**src/rtl/pflvr_pkg.sv**
```systemverilog
// shared types and constants for the push-front list with value removal
package pflvr_pkg;

  localparam int LIST_DEPTH = 16;
  localparam int VALUE_W    = 32;
  localparam int COUNT_W    = $clog2(LIST_DEPTH + 1);
  localparam int ENTRY_W    = 5;

  typedef enum logic {
    OP_PUSH   = 1'b0,
    OP_REMOVE = 1'b1
  } op_t;

  typedef enum logic [1:0] {
    ST_OK        = 2'd0,
    ST_NOT_FOUND = 2'd1,
    ST_FULL      = 2'd2,
    ST_EMPTY     = 2'd3
  } status_t;

  // contents of one list slot
  typedef struct packed {
    logic                      occ;
    logic signed [VALUE_W-1:0] value;
  } slot_t;

  // per-cycle command broadcast to every cell
  typedef struct packed {
    logic push;
    logic remove;
  } cell_ctl_t;

endpackage

```
**src/rtl/pflvr_cell.sv**
```systemverilog
// one list slot: holds a value, compares it with the key and shifts with its neighbors
module pflvr_cell (
  input  logic                                clk,
  input  logic                                rst,
  input  pflvr_pkg::cell_ctl_t                ctl,
  input  logic signed [pflvr_pkg::VALUE_W-1:0] key,
  input  pflvr_pkg::slot_t                    prev_slot,
  input  pflvr_pkg::slot_t                    next_slot,
  input  logic                                match_in,
  output logic                                match_out,
  output pflvr_pkg::slot_t                    slot,
  output pflvr_pkg::slot_t                    slot_next
);

  logic hit_here;

  assign hit_here  = slot.occ && (slot.value == key);
  assign match_out = match_in | hit_here;

  // push moves everything back; a removal closes up from the first match onward
  always_comb begin
    slot_next = slot;
    if (ctl.push) begin
      slot_next = prev_slot;
    end else if (ctl.remove && match_out) begin
      slot_next = next_slot;
    end
  end

  always_ff @(posedge clk) begin
    if (rst) begin
      slot.occ <= 1'b0;
    end else begin
      slot.occ <= slot_next.occ;
    end
    slot.value <= slot_next.value;
  end

endmodule

```
**src/rtl/push_front_list_with_value_removal_unit.sv**
```systemverilog
// Bounded push-front list of signed 32-bit values with removal of the first matching entry.
// The list is a row of LIST_DEPTH cells; every cell compares its value with the request
// value in parallel and a priority chain through the row marks the first match, so each
// request is resolved combinationally and its result is registered, appearing on the response
// port the cycle after the request is taken. A new request is taken every cycle as long
// as the response register is empty or being emptied; a response held under stall holds
// the request side in stall. Status: 0 ok, 1 not found, 2 full (push dropped), 3 empty.
module push_front_list_with_value_removal_unit (
  input  logic                                 clk,
  input  logic                                 rst,
  input  logic                                 req_valid,
  output logic                                 req_stall,
  input  logic [0:0]                           opcode,
  input  logic signed [pflvr_pkg::VALUE_W-1:0] value,
  output logic                                 rsp_valid,
  input  logic                                 rsp_stall,
  output logic [pflvr_pkg::ENTRY_W-1:0]        entry_count,
  output logic signed [pflvr_pkg::VALUE_W-1:0] front_value,
  output logic [1:0]                           status
);

  pflvr_pkg::slot_t                     slots      [pflvr_pkg::LIST_DEPTH];
  pflvr_pkg::slot_t                     slots_next [pflvr_pkg::LIST_DEPTH];
  logic [pflvr_pkg::LIST_DEPTH:0]       match;
  logic [pflvr_pkg::LIST_DEPTH-1:0]     occ_vec;
  pflvr_pkg::cell_ctl_t                 ctl;
  logic                                 accept;
  logic                                 is_push;
  logic                                 full;
  logic                                 empty;
  logic                                 hit_any;
  logic [pflvr_pkg::COUNT_W-1:0]        count;
  logic [pflvr_pkg::COUNT_W-1:0]        count_next;
  pflvr_pkg::status_t                   status_next;

  assign req_stall = rsp_valid & rsp_stall;
  assign accept    = req_valid & ~req_stall;
  assign is_push   = (opcode == pflvr_pkg::OP_PUSH);

  assign full    = slots[pflvr_pkg::LIST_DEPTH-1].occ;
  assign empty   = ~slots[0].occ;
  assign match[0] = 1'b0;
  assign hit_any = match[pflvr_pkg::LIST_DEPTH];

  assign ctl.push   = accept & is_push & ~full;
  assign ctl.remove = accept & ~is_push & hit_any;

  for (genvar i = 0; i < pflvr_pkg::LIST_DEPTH; i++) begin : g_cell
    pflvr_pkg::slot_t prev_slot;
    pflvr_pkg::slot_t next_slot;

    if (i == 0) begin : g_head
      assign prev_slot = '{occ: 1'b1, value: value};
    end else begin : g_mid
      assign prev_slot = slots[i-1];
    end

    if (i == pflvr_pkg::LIST_DEPTH - 1) begin : g_tail
      assign next_slot = '{occ: 1'b0, value: '0};
    end else begin : g_body
      assign next_slot = slots[i+1];
    end

    assign occ_vec[i] = slots[i].occ;

    pflvr_cell u_cell (
      .clk       (clk),
      .rst       (rst),
      .ctl       (ctl),
      .key       (value),
      .prev_slot (prev_slot),
      .next_slot (next_slot),
      .match_in  (match[i]),
      .match_out (match[i+1]),
      .slot      (slots[i]),
      .slot_next (slots_next[i])
    );
  end

  always_comb begin
    count_next = count;
    if (ctl.push) begin
      count_next = count + 1'b1;
    end else if (ctl.remove) begin
      count_next = count - 1'b1;
    end
  end

  always_comb begin
    status_next = pflvr_pkg::ST_OK;
    if (is_push) begin
      if (full) begin
        status_next = pflvr_pkg::ST_FULL;
      end
    end else if (empty) begin
      status_next = pflvr_pkg::ST_EMPTY;
    end else if (!hit_any) begin
      status_next = pflvr_pkg::ST_NOT_FOUND;
    end
  end

  always_ff @(posedge clk) begin
    if (rst) begin
      count     <= '0;
      rsp_valid <= 1'b0;
    end else begin
      count <= count_next;
      if (accept) begin
        rsp_valid <= 1'b1;
      end else if (!rsp_stall) begin
        rsp_valid <= 1'b0;
      end
    end
  end

  always_ff @(posedge clk) begin
    if (accept) begin
      entry_count <= pflvr_pkg::ENTRY_W'(count_next);
      front_value <= slots_next[0].occ ? slots_next[0].value : '0;
      status      <= status_next;
    end
  end

`ifndef SYNTHESIS
  // occupied cells always form one run from the front
  a_thermometer: assert property (@(posedge clk) disable iff (rst)
    (occ_vec & (occ_vec + 1'b1)) == '0)
    else $error("occupied cells are not contiguous from the front");

  a_count_matches: assert property (@(posedge clk) disable iff (rst)
    $countones(occ_vec) == int'(count))
    else $error("entry count disagrees with occupied cells");

  a_push_front: assert property (@(posedge clk) disable iff (rst)
    ctl.push |=> rsp_valid && (front_value == $past(value)) && slots[0].occ)
    else $error("pushed value is not at the front");

  a_empty_status: assert property (@(posedge clk) disable iff (rst)
    rsp_valid && (status == pflvr_pkg::ST_EMPTY) |-> (entry_count == '0) && (front_value == '0))
    else $error("empty status with a nonempty list");

  a_no_change: assert property (@(posedge clk) disable iff (rst)
    accept && !ctl.push && !ctl.remove |=> $stable(occ_vec) && $stable(count))
    else $error("list changed on a dropped or missed request");
`endif

endmodule
```
**config.mk**
```make
export PLATFORM = sky130hd
export DESIGN_NAME = push_front_list_with_value_removal_unit
export DESIGN_NICKNAME = d
export VERILOG_FILES = /design/src/rtl/pflvr_pkg.sv /design/src/rtl/pflvr_cell.sv /design/src/rtl/push_front_list_with_value_removal_unit.sv
export SDC_FILE = /design/constraint.sdc
export NUM_CORES = 1
export LEC_CHECK = 0
export CAP_MARGIN = 20
export CORE_AREA = 2 2 243 245
export CTS_CLUSTER_SIZE = 24
export DETAILED_ROUTE_END_ITERATION = 6
export DIE_AREA = 0 0 245 247
export DONT_BUFFER_PORTS = 1
export PLACE_DENSITY = 0.78
export SETUP_SLACK_MARGIN = 0.4
export SKIP_CTS_REPAIR_TIMING = 1
export SLEW_MARGIN = 20
export SYNTH_ARGS = -nofsm -noshare
export SYNTH_HDL_FRONTEND = slang
export SYNTH_SLANG_ARGS = --single-unit
```
**constraint.sdc**
```tcl
create_clock -name clk -period 15.63 [get_ports clk]
set_input_delay 1.563 -clock clk [delete_from_list [all_inputs] [get_ports clk]]
set_output_delay 1.563 -clock clk [all_outputs]
set_load 0.02 [all_outputs]
```
==> run metrics, run 1 <==
Synth Area in Compound Gates 0.02493; Worst setup SP type input port; Synth warnings 0; Worst Path Max Fanout between 100 and 150; die width 245 um; most frequent cells in the layout nand2_1, edfxtp_1, xor2_1; CP Capture Type flop; first-pass GRT wire length between 100000 and 150000 um; Core Region between 50000 and 60000 um^2; number of antenna violations at the first check in global routing 1; simple-gate portion of the synthesized area 0.2293; Setup CP Type in2reg; Layout area overhead 6.801%; FF+latch count, synth approximately 570; Longest Clk Path Bufs 3; Total Routed Length 94200 um; routed vias roughly 23000; Synth area leaders edfxtp_1, nand2_1, xor2_1, xnor2_1, dfxtp_1; DRT antenna net count 0; Final Cycle Share 0.3353; Syn Std Cell Area 30320 um^2; # clock sinks between 500 and 600; Max Fclk 0.1908 GHz; setup TNS 0 ns; worst reg2reg path startpoint g_cell[15].u_cell.slot[32]; CP top delay family buffers and inverters; Routed wire per std cell 24.50 um; post-synthesis adder-cell area fraction 0.0008254; xor-xnor portion of the synthesized cell area 0.1484; hold depth 2; Ports 78; Leak Pwr 13.03 nW; Period minus WS final approximately 5.2 ns; die height approximately 250 um; row count 89; Root Driver clkbuf_16; critical path, cell by cell nor2_1, and3_4, buf_4, buf_4, buf_4, a21o_1, buf_4; Post-synth EDFFs 519; Slew HR 0.2452; # diodes 0; HPWL after DPL 62030 um; CP max stage delay between 0.9 and 1 ns; pin count of the biggest net entering global routing roughly 110; endpoints failing hold 0; status finished clean; Worst Path Required 15.90 ns; die area around 61000 um^2; Clock Skews 0.01826 ns; worst-margin pin slew 1.132 ns; worst skew pair latency 0.64 ns; share of Yosys cell area claimed by the top area cell type 0.5141; GRT Util Overall 0.3047; via count of the first global-routing pass around 22000; Max Cap Viol 0; Reg2Reg Depth 7; Num CTS Buffers 57; drt drc 0; Max H-tree Level 2; Worst Hold Class reg2reg; largest family of logic cells by synthesized area simple AND/OR/NAND/NOR gates; HP Start g_cell[8].u_cell.slot[32]; initial core utilization 0.5206; Mapped Cells 3136; critical path depth 7; routability cong. 0.9235; RSZ-0062 raised after global routing false; Slew Limit Fails 0; WP data arrival 5.51 ns; Buffers & Inverters on Critical Path 4; final setup violation count 0; post-synthesis sequential area ratio 0.5497; ys flop type edfxtp_1; VDD IR max 100.9 uV; Slowest-stage cell, CP buf_4; Clock transition at path regs 0.07 ns; routed vias/inst 6.036; number of port buffers 0; Starting DRT DRC Count 3551; Core Util, Final 0.5560; Nets 3065; syn nets 3175; mux contribution to synthesized area 0.01333; layout cells sized above 1 0.04232; Power Dens Cells 110.8 nW/um^2; CTS tree done; Avg Cell Area, Syn 9.668 um^2; cell repeated most along the worst path buf_4; post-synth cell types 57; drt pass-1 iters 6; gr ovfl total 0; commonest non-fill, non-tap cell in the layout nand2_1; Worst setup startpoint opcode; Async SR Flop Fraction 0; Yosys top cell by area edfxtp_1; FILL cells a little under 5000
[path summary, 6_finish.rpt]
path,to,slack (ns)
setup / recovery,g_cell[10].u_cell.slot[1],10.39
hold / removal,g_cell[9].u_cell.slot[32],0.47
setup reg to reg,g_cell[10].u_cell.slot[1],10.90
hold reg to reg,g_cell[9].u_cell.slot[32],0.47
[worst register-to-register path: stages (launching register included)]
cell and delay [ns]:
dfxtp_1 0.37, nor2_1 0.29, and3_4 0.31, buf_4 0.73, buf_4 1.04, buf_4 0.97, a21o_1 0.22, buf_4 0.40
[cell usage after synthesis, types with 7 or more instances]
cell type	count
nand2_1	1412
edfxtp_1	519
xor2_1	272
xnor2_1	240
clkbuf_1	124
nor4_1	76
nand4_1	64
dfxtp_1	54
o21ai_0	40
nand3_1	36
mux2i_1	34
o21a_1	34
and2_1	33
buf_2	28
nor2_1	28
buf_4	23
buf_6	17
nor3_1	15
inv_1	11
a311oi_1	7
or3_1	7
[kinds of logic after synthesis]
group	Yosys count
DFF	573
AOI/OAI and AO/OA	111
buffers and inverters	204
and+or+nand+nor	1694
xor gates and xnor gates	513
muxes	39
adders and majority gates	2
[final cells by class]
class	instances	area (um^2)	share of cell area
clock buffer	81	1567	0.04838
timing repair buffer	24	252.7	0.007806
multi-input combinational	2359	12690	0.3919
tap	773	967.2	0.02987
inverter	11	41.29	0.001275
clock inverter	24	195.2	0.006028
sequential	573	16670	0.5147
[registers in the layout, summed over array words and instances (netlist names)]
register	count
rsp_valid	1
entry_count	5
count	5
status	2
front_value	32
g_cell.u_cell.slot	528
[metrics by stage]
stage	hold slack (ns)	area [um^2]	power [mW]	worst slack, ns	cells
final	0.4734	32380	3.588	10.39	3845
after global routing	0.4943	32380	3.685	10.16	3845
after CTS	0.4776	32280	3.575	10.57	3841
after detailed placement	0.4685	30510	2.265	9.916	3736
after global placement	0.4624	30510	2.253	9.949	3736
after floorplan	0.4549	30320	2.183	9.553	3136
[routing by layer]
layer / share of wire / routed length, um / GRT usage
met3: 0.13 / 12350 / 0.07163
met1: 0.36 / 34170 / 0.4002
met2: 0.44 / 41160 / 0.4639
met4: 0.069 / 6495 / 0.1749
met5: 0.00014 / 13 / 0
[power by group]
part	total, mW	internal (mW)	switching (mW)
Clock	1.34	0.731	0.606
Combinational	0.354	0.140	0.213
Sequential	1.90	1.78	0.113
Total	3.59	2.66	0.933
Power figures use the tool's default switching activity.
==> run 2, diff against run 1 <==
clock period = 5.48 ns   (was 15.63 ns; I/O delays follow)
==> run 2 against run 1 <==
Combinational power rose to 2.9 times the previous value. Die area is the same. Sequential power rose to 2.8 times the previous value. Clock skew grew 0.012 ns. Power rose to 2.9 times the previous value. Setup slack got worse by 8.8 ns. Critical path depth up 2. First-iteration DRC count grew 6.4%. Final cell count about the same. Cell area grew 0.14%. Register-to-register slack worse by 9.4 ns. Critical endpoint is now g_cell[4].u_cell.slot[14]. Largest cell class unchanged.
==> run metrics, run 2 (synthesis gave the netlist of run 1 again) <==
status finished clean; Ports 78; routed vias/inst 6.046; Clock transition at path regs 0.07 ns; VDD IR max 314.4 uV; RSZ-0062 raised after global routing false; number of antenna violations at the first check in global routing 1; Biggest register g_cell.u_cell.slot; Clock Skews roughly 0.031 ns; gr ovfl total 0; number of port buffers 0; max reg flops 528; initial core utilization 0.5206; die height approximately 250 um; Layout area overhead 6.946%; WHS 0.06559 ns; via count of the first global-routing pass 21959; CTS tree done; layout cells sized above 1 0.04359; setup TNS 0 ns; Max Fclk 0.2541 GHz; first-pass GRT wire length 138200 um; Power Dens Cells approximately 320 nW/um^2; DRT antenna net count 0; CP Capture Type flop; Longest Clk Path Bufs 3; Max Cap Viol 0; Period minus WS final 3.935 ns; # clock sinks 573; Setup CP Type reg2reg; wire length on met3 11850 um; DRT met1 WL 35040 um; commonest non-fill, non-tap cell in the layout nand2_1; Worst Path Max Fanout 32; FILL cells 4942; Slew Limit Fails 0; dpl ws 1.595 ns; drt drc 0; # diodes 0; die width 245 um; Leak Pwr around 13 nW; Max H-tree Level 2; Nets 3068; setup ws final between 1.5 and 2 ns; Starting DRT DRC Count 3780; max layer used met4; Reg2Reg Setup Slack about 1.5 ns; Slew HR 0.4005; routed vias 23260; endpoints failing hold 0; Reg2Reg Depth 9; biggest regs g_cell.u_cell.slot x528, front_value x32; Root Driver clkbuf_16; worst-margin pin slew 0.8993 ns; routability cong. 0.9590; GRT Util Overall 0.3073; Num CTS Buffers 57; worst reg2reg path startpoint g_cell[10].u_cell.slot[26]; Routed wire per std cell 24.75 um; die area 60520 um^2; most frequent cells in the layout nand2_1, edfxtp_1, xor2_1; drt pass-1 iters 6; Worst Hold Class in2reg; worst skew pair latency 0.64 ns; Final Cycle Share 0.7181; HP Start req_valid; Core Util, Final 0.5567; HPWL after DPL approximately 63000 um; Core Region 58240 um^2; Worst setup SP type flop; hold depth 2; worst hold path endpoint rsp_valid; final setup violation count 0; WP data arrival 4.19 ns; row count 89; RR Endpoint g_cell[4].u_cell.slot[14]; Total Routed Length approximately 95000 um; pin count of the biggest net entering global routing 205; wire length on met2 42080 um; Worst Path Required between 5 and 6 ns
==> run 2: cell types whose count changed in the layout (fill, tap and decap cells not counted), sizes merged <==
cell	before	now
clkinvlp	3	1
buf	24	26
clkinv	16	21
clkbuf	81	77
dlygate4sd3	0	1
==> run 2: per-stage QoR <==
stage	instance area (um^2)	instances	total power, mW
6_report	32420	3847	10.28
5_1_grt	32420	3847	10.54
4_1_cts	32410	3846	10.24
3_5_place_dp	30630	3742	6.478
3_3_place_gp	30600	3741	6.443
2_1_floorplan	30320	3136	6.227
==> run 2: layout make-up <==
class | instances | area, um^2 | share of cell area
Sequential cell | 573 | 16670 | 0.5140
Multi-Input combinational cell | 2359 | 12690 | 0.3914
Clock buffer | 77 | 1592 | 0.04909
Tap cell | 773 | 967.2 | 0.02983
Timing Repair Buffer | 27 | 275.3 | 0.008490
Clock inverter | 27 | 191.4 | 0.005904
Inverter | 11 | 41.29 | 0.001273
==> run 2: how the worst max path moves through the flow <==
stage	from	to	slack, ns	cells past startpoint
2_1_floorplan	rsp_stall	g_cell[6].u_cell.slot[32]	0.42	6
3_3_place_gp	value[30]	g_cell[4].u_cell.slot[21]	1.56	9
3_5_place_dp	value[30]	g_cell[4].u_cell.slot[21]	1.60	9
4_1_cts	g_cell[10].u_cell.slot[26]	g_cell[4].u_cell.slot[21]	1.59	9
5_1_grt	g_cell[15].u_cell.slot[5]	g_cell[8].u_cell.slot[18]	1.48	10
6_report	g_cell[10].u_cell.slot[26]	g_cell[4].u_cell.slot[14]	1.55	9
==> run 2: critical path, cell delays in order (launching register included) <==
cell and delay (ns):
edfxtp_1 0.48, xor2_1 0.20, nor4_1 0.54, nand4_1 0.22, o311ai_1 0.73, nor3_2 0.15, a21oi_2 0.58, nand2_1 0.10
nand2_1 0.11, buf_4 0.41
==> run 2: metal layers <==
| layer | GRT usage | vias to the layer above |
|---|---|---|
| met5 | 0 | - |
| li1 | - | 10152 |
| met1 | 0.4092 | 10993 |
| met2 | 0.4698 | 1742 |
| met4 | 0.1759 | 0 |
| met3 | 0.06099 | 373 |
==> run 2: report_power, final <==
group | switching, mW | internal, mW | total (mW) | leakage, nW
combinational | 0.631 | 0.401 | 1.03 | 6.83
clock | 1.73 | 2.12 | 3.85 | 0.883
sequential | 0.311 | 5.09 | 5.40 | 5.35
total | 2.67 | 7.61 | 10.3 | 13.1
